**config.mk**
```make
export PLATFORM = sky130hd
export DESIGN_NAME = fraction_arithmetic_unit
export DESIGN_NICKNAME = d
export VERILOG_FILES = /design/src/hw/rtl/fau_pkg.sv /design/src/hw/rtl/fau_gcd.sv /design/src/hw/rtl/fau_div.sv /design/src/hw/rtl/fraction_arithmetic_unit.sv
export SDC_FILE = /design/constraint.sdc
export NUM_CORES = 2
export LEC_CHECK = 0
export CORE_MARGIN = 4
export CORE_UTILIZATION = 33
export CTS_CLUSTER_DIAMETER = 30
export DETAILED_ROUTE_END_ITERATION = 16
export DONT_BUFFER_PORTS = 1
export MAX_ROUTING_LAYER = met4
export SLEW_MARGIN = 20
export SYNTH_ARGS = -nofsm -noshare
export SYNTH_HDL_FRONTEND = slang
export SYNTH_SLANG_ARGS = --single-unit
```
**constraint.sdc**
```tcl
create_clock -name clk -period 10.7 [get_ports clk]
set_input_delay 0.535 -clock clk [delete_from_list [all_inputs] [get_ports clk]]
set_output_delay 0.535 -clock clk [all_outputs]
set_load 0.005 [all_outputs]
```
**src/hw/rtl/fau_pkg.sv**
```systemverilog
package fau_pkg;

	localparam int CMD_W  = 3;
	localparam int RES_W  = 33;
	localparam int OUT_TW = 72;

	localparam logic [CMD_W-1:0] CMD_REDUCE = 3'd0;
	localparam logic [CMD_W-1:0] CMD_ADD    = 3'd1;
	localparam logic [CMD_W-1:0] CMD_SUB    = 3'd2;
	localparam logic [CMD_W-1:0] CMD_MUL    = 3'd3;
	localparam logic [CMD_W-1:0] CMD_DIV    = 3'd4;

	typedef struct packed {
		logic start;
	} unit_ctl_t;

	typedef struct packed {
		logic busy;
		logic done;
	} unit_sts_t;

endpackage

```
**src/hw/rtl/fau_gcd.sv**
```systemverilog
module fau_gcd #(
	parameter int PW = 34
) (
	input  logic              clk,
	input  logic              arst_n,
	input  fau_pkg::unit_ctl_t ctl,
	input  logic [PW-1:0]     x,
	input  logic [PW-1:0]     y,
	output fau_pkg::unit_sts_t sts,
	output logic [PW-1:0]     g
);
	import fau_pkg::*;

	localparam int KW = $clog2(PW + 1);

	logic [PW-1:0] x_q;
	logic [PW-1:0] y_q;
	logic [PW-1:0] g_q;
	logic [KW-1:0] k_q;
	logic          busy_q;
	logic          done_q;
	logic          fin;

	assign fin = (x_q == '0) || (y_q == '0);

	always_ff @(posedge clk or negedge arst_n) begin
		if (!arst_n) begin
			busy_q <= 1'b0;
			done_q <= 1'b0;
		end else begin
			done_q <= busy_q && fin && !ctl.start;
			if (ctl.start) begin
				busy_q <= 1'b1;
			end else if (busy_q && fin) begin
				busy_q <= 1'b0;
			end
		end
	end

	// Binary gcd: common factors of two are counted in k_q and restored at the end.
	always_ff @(posedge clk) begin
		if (ctl.start) begin
			x_q <= x;
			y_q <= y;
			k_q <= '0;
		end else if (busy_q) begin
			if (fin) begin
				g_q <= (x_q | y_q) << k_q;
			end else if (!x_q[0] && !y_q[0]) begin
				x_q <= x_q >> 1;
				y_q <= y_q >> 1;
				k_q <= KW'(k_q + 1'b1);
			end else if (!x_q[0]) begin
				x_q <= x_q >> 1;
			end else if (!y_q[0]) begin
				y_q <= y_q >> 1;
			end else if (x_q >= y_q) begin
				x_q <= (x_q - y_q) >> 1;
			end else begin
				y_q <= (y_q - x_q) >> 1;
			end
		end
	end

	assign sts.busy = busy_q;
	assign sts.done = done_q;
	assign g        = g_q;

endmodule

```
**src/hw/rtl/fau_div.sv**
```systemverilog
module fau_div #(
	parameter int PW = 34
) (
	input  logic              clk,
	input  logic              arst_n,
	input  fau_pkg::unit_ctl_t ctl,
	input  logic [PW-1:0]     dividend,
	input  logic [PW-1:0]     divisor,
	output fau_pkg::unit_sts_t sts,
	output logic [PW-1:0]     quo
);
	import fau_pkg::*;

	localparam int CW = $clog2(PW);

	logic [PW:0]   rem_q;
	logic [PW-1:0] quo_q;
	logic [PW-1:0] div_q;
	logic [CW-1:0] cnt_q;
	logic          busy_q;
	logic          done_q;
	logic [PW:0]   trial;
	logic [PW:0]   diff;
	logic          ge;

	assign trial = {rem_q[PW-1:0], quo_q[PW-1]};
	assign diff  = trial - {1'b0, div_q};
	assign ge    = trial >= {1'b0, div_q};

	always_ff @(posedge clk or negedge arst_n) begin
		if (!arst_n) begin
			busy_q <= 1'b0;
			done_q <= 1'b0;
		end else begin
			done_q <= busy_q && (cnt_q == '0) && !ctl.start;
			if (ctl.start) begin
				busy_q <= 1'b1;
			end else if (busy_q && (cnt_q == '0)) begin
				busy_q <= 1'b0;
			end
		end
	end

	// Restoring division, one quotient bit per cycle.
	always_ff @(posedge clk) begin
		if (ctl.start) begin
			rem_q <= '0;
			quo_q <= dividend;
			div_q <= divisor;
			cnt_q <= CW'(PW - 1);
		end else if (busy_q) begin
			rem_q <= ge ? diff : trial;
			quo_q <= {quo_q[PW-2:0], ge};
			cnt_q <= CW'(cnt_q - 1'b1);
		end
	end

	assign sts.busy = busy_q;
	assign sts.done = done_q;
	assign quo      = quo_q;

endmodule

```
**src/hw/rtl/fraction_arithmetic_unit.sv**
```systemverilog
// Fraction arithmetic unit.
// Input channel s_axis: tuser carries the operation (reduce a, add, subtract, multiply,
// divide; unused codes reduce a), tdata carries a_num, a_den, b_num, b_den, each
// OPERAND_WIDTH bits in two's complement. One transfer is one operation.
// Output channel m_axis: tdata carries the reduced numerator and denominator, 33 bits
// each, with the sign on the numerator unless a zero part is passed through unchanged.
// Work runs on one shared multiplier, then a binary gcd unit, then one bit-serial divider
// that is used for the numerator and then the denominator.
// The steps run in order: the multiply states S_MUL0, S_MUL1 and S_MUL2, a sign step,
// the gcd and the two divisions. A result with a zero part skips the gcd and the
// divisions and goes from the sign step straight to write-back.
// Only one operation is in flight; s_axis_tready is high only while the unit is idle.
// The result sits in an output register, so a new operation is taken while an old
// result waits; a stalled receiver holds the finished next result until the register
// frees. Reset clears the sequencer and the output valid; no result is pending then.
module fraction_arithmetic_unit #(
	parameter int OPERAND_WIDTH = 16
) (
	input  logic                                     clk,
	input  logic                                     arst_n,
	input  logic                                     s_axis_tvalid,
	output logic                                     s_axis_tready,
	// a_num, a_den, b_num, b_den from the lowest bit up, zero padded to bytes.
	input  logic [((4*OPERAND_WIDTH+7)/8)*8-1:0]     s_axis_tdata,
	// cmd.
	input  logic [fau_pkg::CMD_W-1:0]                s_axis_tuser,
	output logic                                     m_axis_tvalid,
	input  logic                                     m_axis_tready,
	// res_num, res_den from the lowest bit up, zero padded to bytes.
	output logic [fau_pkg::OUT_TW-1:0]               m_axis_tdata
);
	import fau_pkg::*;

	localparam int W  = OPERAND_WIDTH;
	localparam int MW = W + 1;
	localparam int PW = 2 * W + 2;

	localparam logic [3:0] S_IDLE   = 4'd0;
	localparam logic [3:0] S_MUL0   = 4'd1;
	localparam logic [3:0] S_MUL1   = 4'd2;
	localparam logic [3:0] S_MUL2   = 4'd3;
	localparam logic [3:0] S_SIGN   = 4'd4;
	localparam logic [3:0] S_GSTART = 4'd5;
	localparam logic [3:0] S_GWAIT  = 4'd6;
	localparam logic [3:0] S_NSTART = 4'd7;
	localparam logic [3:0] S_NWAIT  = 4'd8;
	localparam logic [3:0] S_DSTART = 4'd9;
	localparam logic [3:0] S_DWAIT  = 4'd10;
	localparam logic [3:0] S_WB     = 4'd11;

	logic [3:0]            state_q;
	logic [CMD_W-1:0]      cmd_q;
	logic signed [W-1:0]   an_q;
	logic signed [W-1:0]   ad_q;
	logic signed [W-1:0]   bn_q;
	logic signed [W-1:0]   bd_q;
	logic signed [PW-1:0]  prod_q;
	logic signed [PW-1:0]  num_q;
	logic signed [PW-1:0]  den_q;
	logic [PW-1:0]         g_q;
	logic signed [RES_W-1:0] res_num_q;
	logic signed [RES_W-1:0] res_den_q;
	logic [RES_W-1:0]      out_num_q;
	logic [RES_W-1:0]      out_den_q;
	logic                  m_valid_q;

	logic signed [MW-1:0]  an_x;
	logic signed [MW-1:0]  ad_x;
	logic signed [MW-1:0]  bn_x;
	logic signed [MW-1:0]  bd_x;
	logic signed [MW-1:0]  ad_abs;
	logic signed [MW-1:0]  bd_abs;
	logic signed [MW-1:0]  one_x;
	logic signed [MW-1:0]  y0;
	logic signed [MW-1:0]  y2;
	logic signed [MW-1:0]  mul_x;
	logic signed [MW-1:0]  mul_y;
	logic signed [PW-1:0]  mul_p;
	logic                  is_add;
	logic                  is_sub;
	logic [PW-1:0]         num_mag;
	logic                  out_free;

	unit_ctl_t             gcd_ctl;
	unit_sts_t             gcd_sts;
	logic [PW-1:0]         gcd_g;
	unit_ctl_t             div_ctl;
	unit_sts_t             div_sts;
	logic [PW-1:0]         div_in;
	logic [PW-1:0]         div_quo;

	assign an_x   = MW'(an_q);
	assign ad_x   = MW'(ad_q);
	assign bn_x   = MW'(bn_q);
	assign bd_x   = MW'(bd_q);
	assign ad_abs = ad_x[MW-1] ? -ad_x : ad_x;
	assign bd_abs = bd_x[MW-1] ? -bd_x : bd_x;
	assign one_x  = {{(MW-1){1'b0}}, 1'b1};
	assign is_add = cmd_q == CMD_ADD;
	assign is_sub = cmd_q == CMD_SUB;

	// Reduce runs as a_num*1 over a_den*1 so every operation uses the same three products.
	always_comb begin
		unique case (cmd_q)
			CMD_ADD, CMD_SUB: begin
				y0 = bd_abs;
				y2 = bd_abs;
			end
			CMD_MUL: begin
				y0 = bn_x;
				y2 = bd_x;
			end
			CMD_DIV: begin
				y0 = bd_x;
				y2 = bn_x;
			end
			CMD_REDUCE: begin
				y0 = one_x;
				y2 = one_x;
			end
			default: begin
				y0 = one_x;
				y2 = one_x;
			end
		endcase
	end

	always_comb begin
		unique case (state_q)
			S_MUL0: begin
				mul_x = an_x;
				mul_y = y0;
			end
			S_MUL1: begin
				mul_x = bn_x;
				mul_y = ad_abs;
			end
			default: begin
				mul_x = ad_x;
				mul_y = y2;
			end
		endcase
	end

	assign mul_p    = PW'(mul_x) * PW'(mul_y);
	assign num_mag  = num_q[PW-1] ? PW'(-num_q) : PW'(num_q);
	assign out_free = !m_valid_q || m_axis_tready;

	assign gcd_ctl.start = state_q == S_GSTART;
	assign div_ctl.start = (state_q == S_NSTART) || (state_q == S_DSTART);
	assign div_in        = (state_q == S_NSTART) ? num_mag : PW'(den_q);

	fau_gcd #(
		.PW(PW)
	) u_gcd (
		.clk   (clk),
		.arst_n(arst_n),
		.ctl   (gcd_ctl),
		.x     (num_mag),
		.y     (PW'(den_q)),
		.sts   (gcd_sts),
		.g     (gcd_g)
	);

	fau_div #(
		.PW(PW)
	) u_div (
		.clk     (clk),
		.arst_n  (arst_n),
		.ctl     (div_ctl),
		.dividend(div_in),
		.divisor (g_q),
		.sts     (div_sts),
		.quo     (div_quo)
	);

	always_ff @(posedge clk or negedge arst_n) begin
		if (!arst_n) begin
			state_q   <= S_IDLE;
			m_valid_q <= 1'b0;
		end else begin
			if ((state_q == S_WB) && out_free) begin
				m_valid_q <= 1'b1;
			end else if (m_axis_tready) begin
				m_valid_q <= 1'b0;
			end
			unique case (state_q)
				S_IDLE: begin
					if (s_axis_tvalid) begin
						state_q <= S_MUL0;
					end
				end
				S_MUL0: state_q <= S_MUL1;
				S_MUL1: state_q <= S_MUL2;
				S_MUL2: state_q <= S_SIGN;
				S_SIGN: begin
					if ((num_q == '0) || (prod_q == '0)) begin
						state_q <= S_WB;
					end else begin
						state_q <= S_GSTART;
					end
				end
				S_GSTART: state_q <= S_GWAIT;
				S_GWAIT: begin
					if (gcd_sts.done) begin
						state_q <= S_NSTART;
					end
				end
				S_NSTART: state_q <= S_NWAIT;
				S_NWAIT: begin
					if (div_sts.done) begin
						state_q <= S_DSTART;
					end
				end
				S_DSTART: state_q <= S_DWAIT;
				S_DWAIT: begin
					if (div_sts.done) begin
						state_q <= S_WB;
					end
				end
				S_WB: begin
					if (out_free) begin
						state_q <= S_IDLE;
					end
				end
				default: state_q <= S_IDLE;
			endcase
		end
	end

	always_ff @(posedge clk) begin
		unique case (state_q)
			S_IDLE: begin
				if (s_axis_tvalid) begin
					cmd_q <= s_axis_tuser;
					an_q  <= s_axis_tdata[W-1:0];
					ad_q  <= s_axis_tdata[2*W-1:W];
					bn_q  <= s_axis_tdata[3*W-1:2*W];
					bd_q  <= s_axis_tdata[4*W-1:3*W];
				end
			end
			S_MUL0: prod_q <= mul_p;
			S_MUL1: begin
				num_q  <= prod_q;
				prod_q <= mul_p;
			end
			S_MUL2: begin
				if (is_add) begin
					num_q <= num_q + prod_q;
				end else if (is_sub) begin
					num_q <= num_q - prod_q;
				end
				prod_q <= mul_p;
			end
			S_SIGN: begin
				res_num_q <= RES_W'(num_q);
				res_den_q <= RES_W'(prod_q);
				if (prod_q[PW-1]) begin
					num_q <= -num_q;
					den_q <= -prod_q;
				end else begin
					den_q <= prod_q;
				end
			end
			S_GWAIT: begin
				if (gcd_sts.done) begin
					g_q <= gcd_g;
				end
			end
			S_NWAIT: begin
				if (div_sts.done) begin
					res_num_q <= num_q[PW-1] ? RES_W'(-signed'(div_quo)) :
						RES_W'(signed'(div_quo));
				end
			end
			S_DWAIT: begin
				if (div_sts.done) begin
					res_den_q <= RES_W'(signed'(div_quo));
				end
			end
			S_WB: begin
				if (out_free) begin
					out_num_q <= res_num_q;
					out_den_q <= res_den_q;
				end
			end
			default: begin
			end
		endcase
	end

	assign s_axis_tready = state_q == S_IDLE;
	assign m_axis_tvalid = m_valid_q;
	assign m_axis_tdata  = {{(OUT_TW-2*RES_W){1'b0}}, out_den_q, out_num_q};

	a_gcd_done_state: assert property (@(posedge clk) disable iff (!arst_n)
		gcd_sts.done |-> state_q == S_GWAIT)
		else $error("gcd result outside of its wait state");

	a_div_done_state: assert property (@(posedge clk) disable iff (!arst_n)
		div_sts.done |-> (state_q == S_NWAIT) || (state_q == S_DWAIT))
		else $error("divider result outside of its wait states");

	a_gcd_started: assert property (@(posedge clk) disable iff (!arst_n)
		state_q == S_GSTART |=> gcd_sts.busy)
		else $error("gcd unit did not start");

	a_gcd_nonzero: assert property (@(posedge clk) disable iff (!arst_n)
		gcd_sts.done |-> gcd_g != '0)
		else $error("gcd of nonzero parts came out zero");

	a_den_nonzero: assert property (@(posedge clk) disable iff (!arst_n)
		(state_q == S_DWAIT) && div_sts.done |-> div_quo != '0)
		else $error("reduced denominator came out zero");

	a_wb_holds: assert property (@(posedge clk) disable iff (!arst_n)
		(state_q == S_WB) && m_axis_tvalid && !m_axis_tready |=> state_q == S_WB)
		else $error("result overwrote an output transfer still pending");

endmodule
```
Word level (Yosys, flattened, before mapping)
Cells that the tools add are included.
{ "classes": {"n_eq_ne": 26, "muxes": 48, "bitwise": 3, "n_reduce_logical": 45, "n_addsub": 12, "shifts": 1, "multipliers": 1, "magnitude_cmp": 2} }
{ "op_table": {"columns": ["op", "count"], "rows": [
  ["2-to-1 mux 34 bit", 22],
  ["zero test 34 bit", 4],
  ["subtractor 34 bit", 4],
  ["2-to-1 mux 33 bit", 4],
  ["case mux 33 bit (2 select lines)", 2],
  ["case mux 17 bit (3 select lines)", 2],
  ["case mux 34 bit (3 select lines)", 1],
  ["negation 34 bit", 2],
  ["case mux 17 bit (2 select lines)", 2],
  ["case mux 4 bit (12 select lines)", 1],
  ["greater-or-equal comparator 35 x 34 -> 1 bit", 1],
  ["adder 34 bit", 1],
  ["greater-or-equal comparator 34 bit", 1],
  ["multiplier 17 x 17 -> 34 bit", 1],
  ["2-to-1 mux 17 bit", 2],
  ["negation 16 -> 17 bit", 2],
  ["OR 34 bit", 1],
  ["<< shifter 34 x 6 -> 34 bit", 1],
  ["negation 33 bit", 1],
  ["2-to-1 mux 4 bit", 6],
  ["== test 4 x 3 -> 1 bit (second input constant)", 4],
  ["== test 4 bit (second input constant)", 4],
  ["nonzero test 2 bit", 7],
  ["inequality test 4 x 3 -> 1 bit (second input constant)", 3],
  ["24 further kinds", 59]
]} }
{ "word_totals": {"output_inout_bits": 74, "in_bits": 71, "reg_bits": 560, "word_cells": 168} }

Logic depth before layout (Yosys ltp)
{ "depth": {"word_depth": 8, "mapped_depth": 35, "depth_no_buf": 34} }

Modules after synthesis
Synthesis repeated with hierarchy kept, for this count alone.
{ "unflattened": {"hier_cells": 4788, "area_unflattened_um2": 46465.8} }
{ "by_module_without_submodules": {"columns": ["module", "area_per_inst_um2", "instances", "cells_each", "seq_area_each_um2"], "rows": [
  ["fraction_arithmetic_unit", 28931.5, 1, 2815, 10184.8],
  ["fau_gcd", 11302.1, 1, 1353, 3233.1],
  ["fau_div", 6232.2, 1, 620, 2892.8]
]} }

Worst setup path after synthesis
Ideal clock, no wire load.
{ "synth_timing": {"kind": "register -> register", "start": "register bd_q[4]", "end": "register prod_q[33], data pin", "required_ns": 10.440, "synth_period_minus_slack_ns": 8.456, "arrival_ns": 8.196, "stages_incl_launch_ff": 29, "n_path_buf": 1, "setup_ns": 0.260, "path_slack_ns": 2.244, "cell_sequence": "edfxtp_1 or4_1 or2_2 o31ai_1 a21oi_1 o21ai_0 a21oi_1 a211oi_1 clkbuf_1 nor2_1 fa_1 fa_1 fa_1 fa_1 fa_1 inv_1 fa_1 inv_1 ha_1 a211o_1 o211ai_1 a21oi_1 o21ai_0 a31oi_1 a21oi_1 a311oi_1 a41o_1 a21oi_1 xnor2_1"} }
{ "synth_via": {"elab_chain_len": 5} }
{ "synth_lines": {"columns": ["element", "line", "text"], "rows": [
  ["from (decl)", "fraction_arithmetic_unit.sv:56", "logic signed [W-1:0] bd_q;"],
  ["from (signal assigned)", "fraction_arithmetic_unit.sv:239", "bd_q <= s_axis_tdata[4*W-1:3*W];"],
  ["negation 16 -> 17 bit", "fraction_arithmetic_unit.sv:97", "assign bd_abs = bd_x[MW-1] ? -bd_x : bd_x;"],
  ["2-to-1 mux 17 bit", "fraction_arithmetic_unit.sv:97", null],
  ["case mux 17 bit (3 select lines)", "fraction_arithmetic_unit.sv:104", "unique case (cmd_q)"],
  ["case mux 17 bit (2 select lines) (*)", "fraction_arithmetic_unit.sv:129", "unique case (state_q)"],
  ["multiplier 17 x 17 -> 34 bit (*)", "fraction_arithmetic_unit.sv:145", "assign mul_p = PW'(mul_x) * PW'(mul_y);"],
  ["named net mul_p[33]", "fraction_arithmetic_unit.sv:78", "logic signed [PW-1:0] mul_p;"],
  ["to (signal assigned)", "fraction_arithmetic_unit.sv:242", "S_MUL0: prod_q <= mul_p;"],
  ["to (signal assigned)", "fraction_arithmetic_unit.sv:245", "prod_q <= mul_p;"],
  ["to (signal assigned)", "fraction_arithmetic_unit.sv:253", "prod_q <= mul_p;"],
  ["to (decl)", "fraction_arithmetic_unit.sv:57", "logic signed [PW-1:0] prod_q;"]
]} }
The timed path passes the listed nets; every way through them passes the cells marked *.
A chain may end at the register's enable or synchronous reset.

Worst setup path in the final report
Ends and elaborated chain as after synthesis.

==> impl_metrics.json <==
{
  "r2r_slack_ns": 1.45,
  "yosys_warnings": 0,
  "die_h_um": 379,
  "drt_iter0_markers": 3414,
  "viasPerCell": 5.38,
  "crit_start": "bd_q[4]",
  "finalCritPeriodShare": 0.865,
  "crit_family": "adder cells",
  "via_count": 35800,
  "layout-drive-gt1-share": 0.0829,
  "die_w_um": 379,
  "synth.largest_area_cell": "edfxtp_1",
  "grt_pass1_wl_mm": 214,
  "dp_hpwl_mm": 108,
  "synthCells": 4735,
  "grt_start_max_net_pins": 87,
  "synthTopCellsByCount": "519 x nor2_1, 505 x edfxtp_1, 497 x inv_1",
  "antenna_found_initial": 6,
  "skew_ns": 0.108,
  "grt_usage": 0.198,
  "wire_per_inst_um": 20.9,
  "nNetsFinal": 5376,
  "worstPathRequired_ns": 11.15,
  "ys_types": 89,
  "cts_buffers": 134,
  "grt-ovfl-total": 0,
  "port_buffers": 0,
  "netlist.area_leader.share": 0.334,
  "design.portCount": 145,
  "path_clk_slew_ns": 0.05,
  "crit_top_cell": "fa_1",
  "worstSetupPathType": "reg -> reg",
  "worst_setup_path_start_kind": "register",
  "area_growth_pct": 15.9,
  "rows": 135,
  "ctsResizeCount": 0,
  "routed_wl_mm": 139,
  "cts_root_buf": "clkbuf_16",
  "htree_levels": 4,
  "netlist_top_cells_area": "edfxtp_1 33%, fa_1 13%, ha_1 7.2%",
  "clk_latency_ns": 0.78,
  "cts_tree": "done",
  "arrival_ns": 9.71,
  "synth_edf_count": 505,
  "drv_slew": 0,
  "drc_errors": 0,
  "end_kind": "register",
  "fmax_ghz": 0.108,
  "maxCapViolations": 0,
  "core_area_um2": 136000,
  "setup_viol": 0,
  "worst_pin_slew_ns": 1.12,
  "clockBufferDepth": 3,
  "crit_fanout": 9,
  "cpMaxStageDelayCell": "a41oi_1",
  "yosysMostFrequentCell": "nor2_1",
  "postSynthAreaPerCell_um2": 9.60,
  "syn_area_um2": 45500,
  "drt-pass1-iter-count": 5,
  "final.setup.tns_ns": 0,
  "synthArstFlopShare": 0.0161,
  "hold_viol_final": 0,
  "worst_hold_path_type": "in -> async",
  "outcome": "finished clean",
  "finalCriticalPeriod_ns": 9.25,
  "yosysSeqAreaShare": 0.359,
  "synth_flop_cell": "edfxtp_1",
  "clkSinkCount": 560,
  "start_util": 0.334,
  "maxSlewHeadroom": 0.251,
  "gp_congestion": 0.978,
  "max_stage_delay_ns": 0.81,
  "ant_nets": 0,
  "grt_pass1_vias": 35500,
  "r2r_start": "bd_q[4]",
  "synth-seq-cells": 560,
  "post-cts-setup-buffer-count": 0,
  "crit_buf_inv": 3,
  "design.die.area_um2": 144000,
  "rsz0062_at_grt": "no",
  "fillers": 13500
}
==> metrics by stage <==
stage / cells / cell area [µm²] / hold slack, ns / setup slack (ns) / util
5_1_grt: 6647 / 52700 / 0.268 / 0.887 / 0.387
4_1_cts: 6643 / 52700 / 0.224 / 1.49 / 0.387
3_3_place_gp: 6330 / 47300 / 0.240 / 1.67 / 0.347
2_1_floorplan: 4740 / 45500 / 0.239 / 2.24 / -
6_report: 6648 / 52700 / 0.250 / 1.45 / 0.387
3_5_place_dp: 6330 / 47300 / 0.240 / 1.45 / 0.347
==> worst register-to-register path: cells and delay by family, from the launching register on <==
kind / cells / cell delay, ns
adders and majority gates: 7 / 3.40
AOI/OAI and AO/OA: 12 / 2.89
and+or+nand+nor: 6 / 1.83
DFF: 1 / 0.48
xor gates and xnor gates: 2 / 0.25
buffers and inverters: 3 / 0.14
==> kinds of logic (layout without fill, tap and decap cells) <==
logic type                 after synthesis  count (layout)  share of synthesized area
xor gates and xnor gates               329             329                     0.0634
AOI/OAI and AO/OA                     1073            1073                      0.151
and+or+nand+nor                       1370            1370                      0.137
DFF                                    560             560                      0.359
buffers and inverters                  747             870                     0.0632
adders and majority gates              552             552                      0.200
other                                    1              10                  0.0000825
muxes                                  103             103                     0.0268
==> sequential cells by signal (all words and copies together) (netlist names), 3 cells and up <==
name,count
ad_q,16
an_q,16
bd_q,16
bn_q,16
cmd_q,3
den_q,34
g_q,34
num_q,34
out_den_q,33
out_num_q,33
prod_q,34
res_den_q,33
res_num_q,33
state_q,4
u_div.cnt_q,6
u_div.div_q,34
u_div.quo,34
u_div.rem_q,34
u_gcd.g,34
u_gcd.k_q,6
u_gcd.x_q,34
u_gcd.y_q,34
==> metal layers <==
metal / share of wire / wire length (µm) / up-vias / global-route usage
met5: 0 / 0 / - / -
met4: 0.035 / 4850 / 0 / 0.0673
met3: 0.065 / 9060 / 263 / 0.0272
met2: 0.46 / 63500 / 1421 / 0.305
met1: 0.44 / 61300 / 17500 / 0.268
li1: - / - / 16500 / -
==> cell usage in the layout, fill, tap and decap left out, drive strengths merged, types with 34 or more instances in the layout <==
cell type,count
nor2,519
inv,518
edfxtp,505
nand2,391
a21oi,357
fa,291
ha,260
xnor2,217
o21ai,216
clkbuf,146
xor2,112
nor3,84
dlygate4sd3,68
a221oi,62
a21o,59
a211oi,59
clkinv,55
buf,54
nand2b,52
nand3,51
nor2b,51
mux2i,51
o31ai,50
dfxtp,46
and2,45
nor4,43
o21bai,42
mux2,41
a22oi,39
or3,34
==> area by class of cell <==
type	instances	area [µm²]	area share
diodes	4	10.0	0.000190
clock buffers	146	3410	0.0647
clock inverters	99	1300	0.0247
inverters	503	1890	0.0358
multi-input cells	3433	26400	0.502
flip-flops and latches	560	16300	0.310
well taps	1781	2230	0.0423
repair buffers	122	1100	0.0209
==> path summary, 6_finish.rpt <==
check,to,cells after the start
worst max-delay path,prod_q[33],30
worst min-delay path,m_axis_tvalid,1
worst max register to register,prod_q[33],30
worst min register to register,u_div.div_q[13],0
max in group asynchronous,state_q[1],1
min in group clk,u_div.div_q[13],0
==> what timing repair did <==
action / 4_1_cts / 5_1_grt
endpoints found under the setup margin: 0 / 0
hold endpoints to repair: 76 / 0
hold buffers: 68 / 0
Power is not shown: default switching activity piles up to over one toggle a cycle in this logic, so the estimate is an artifact.
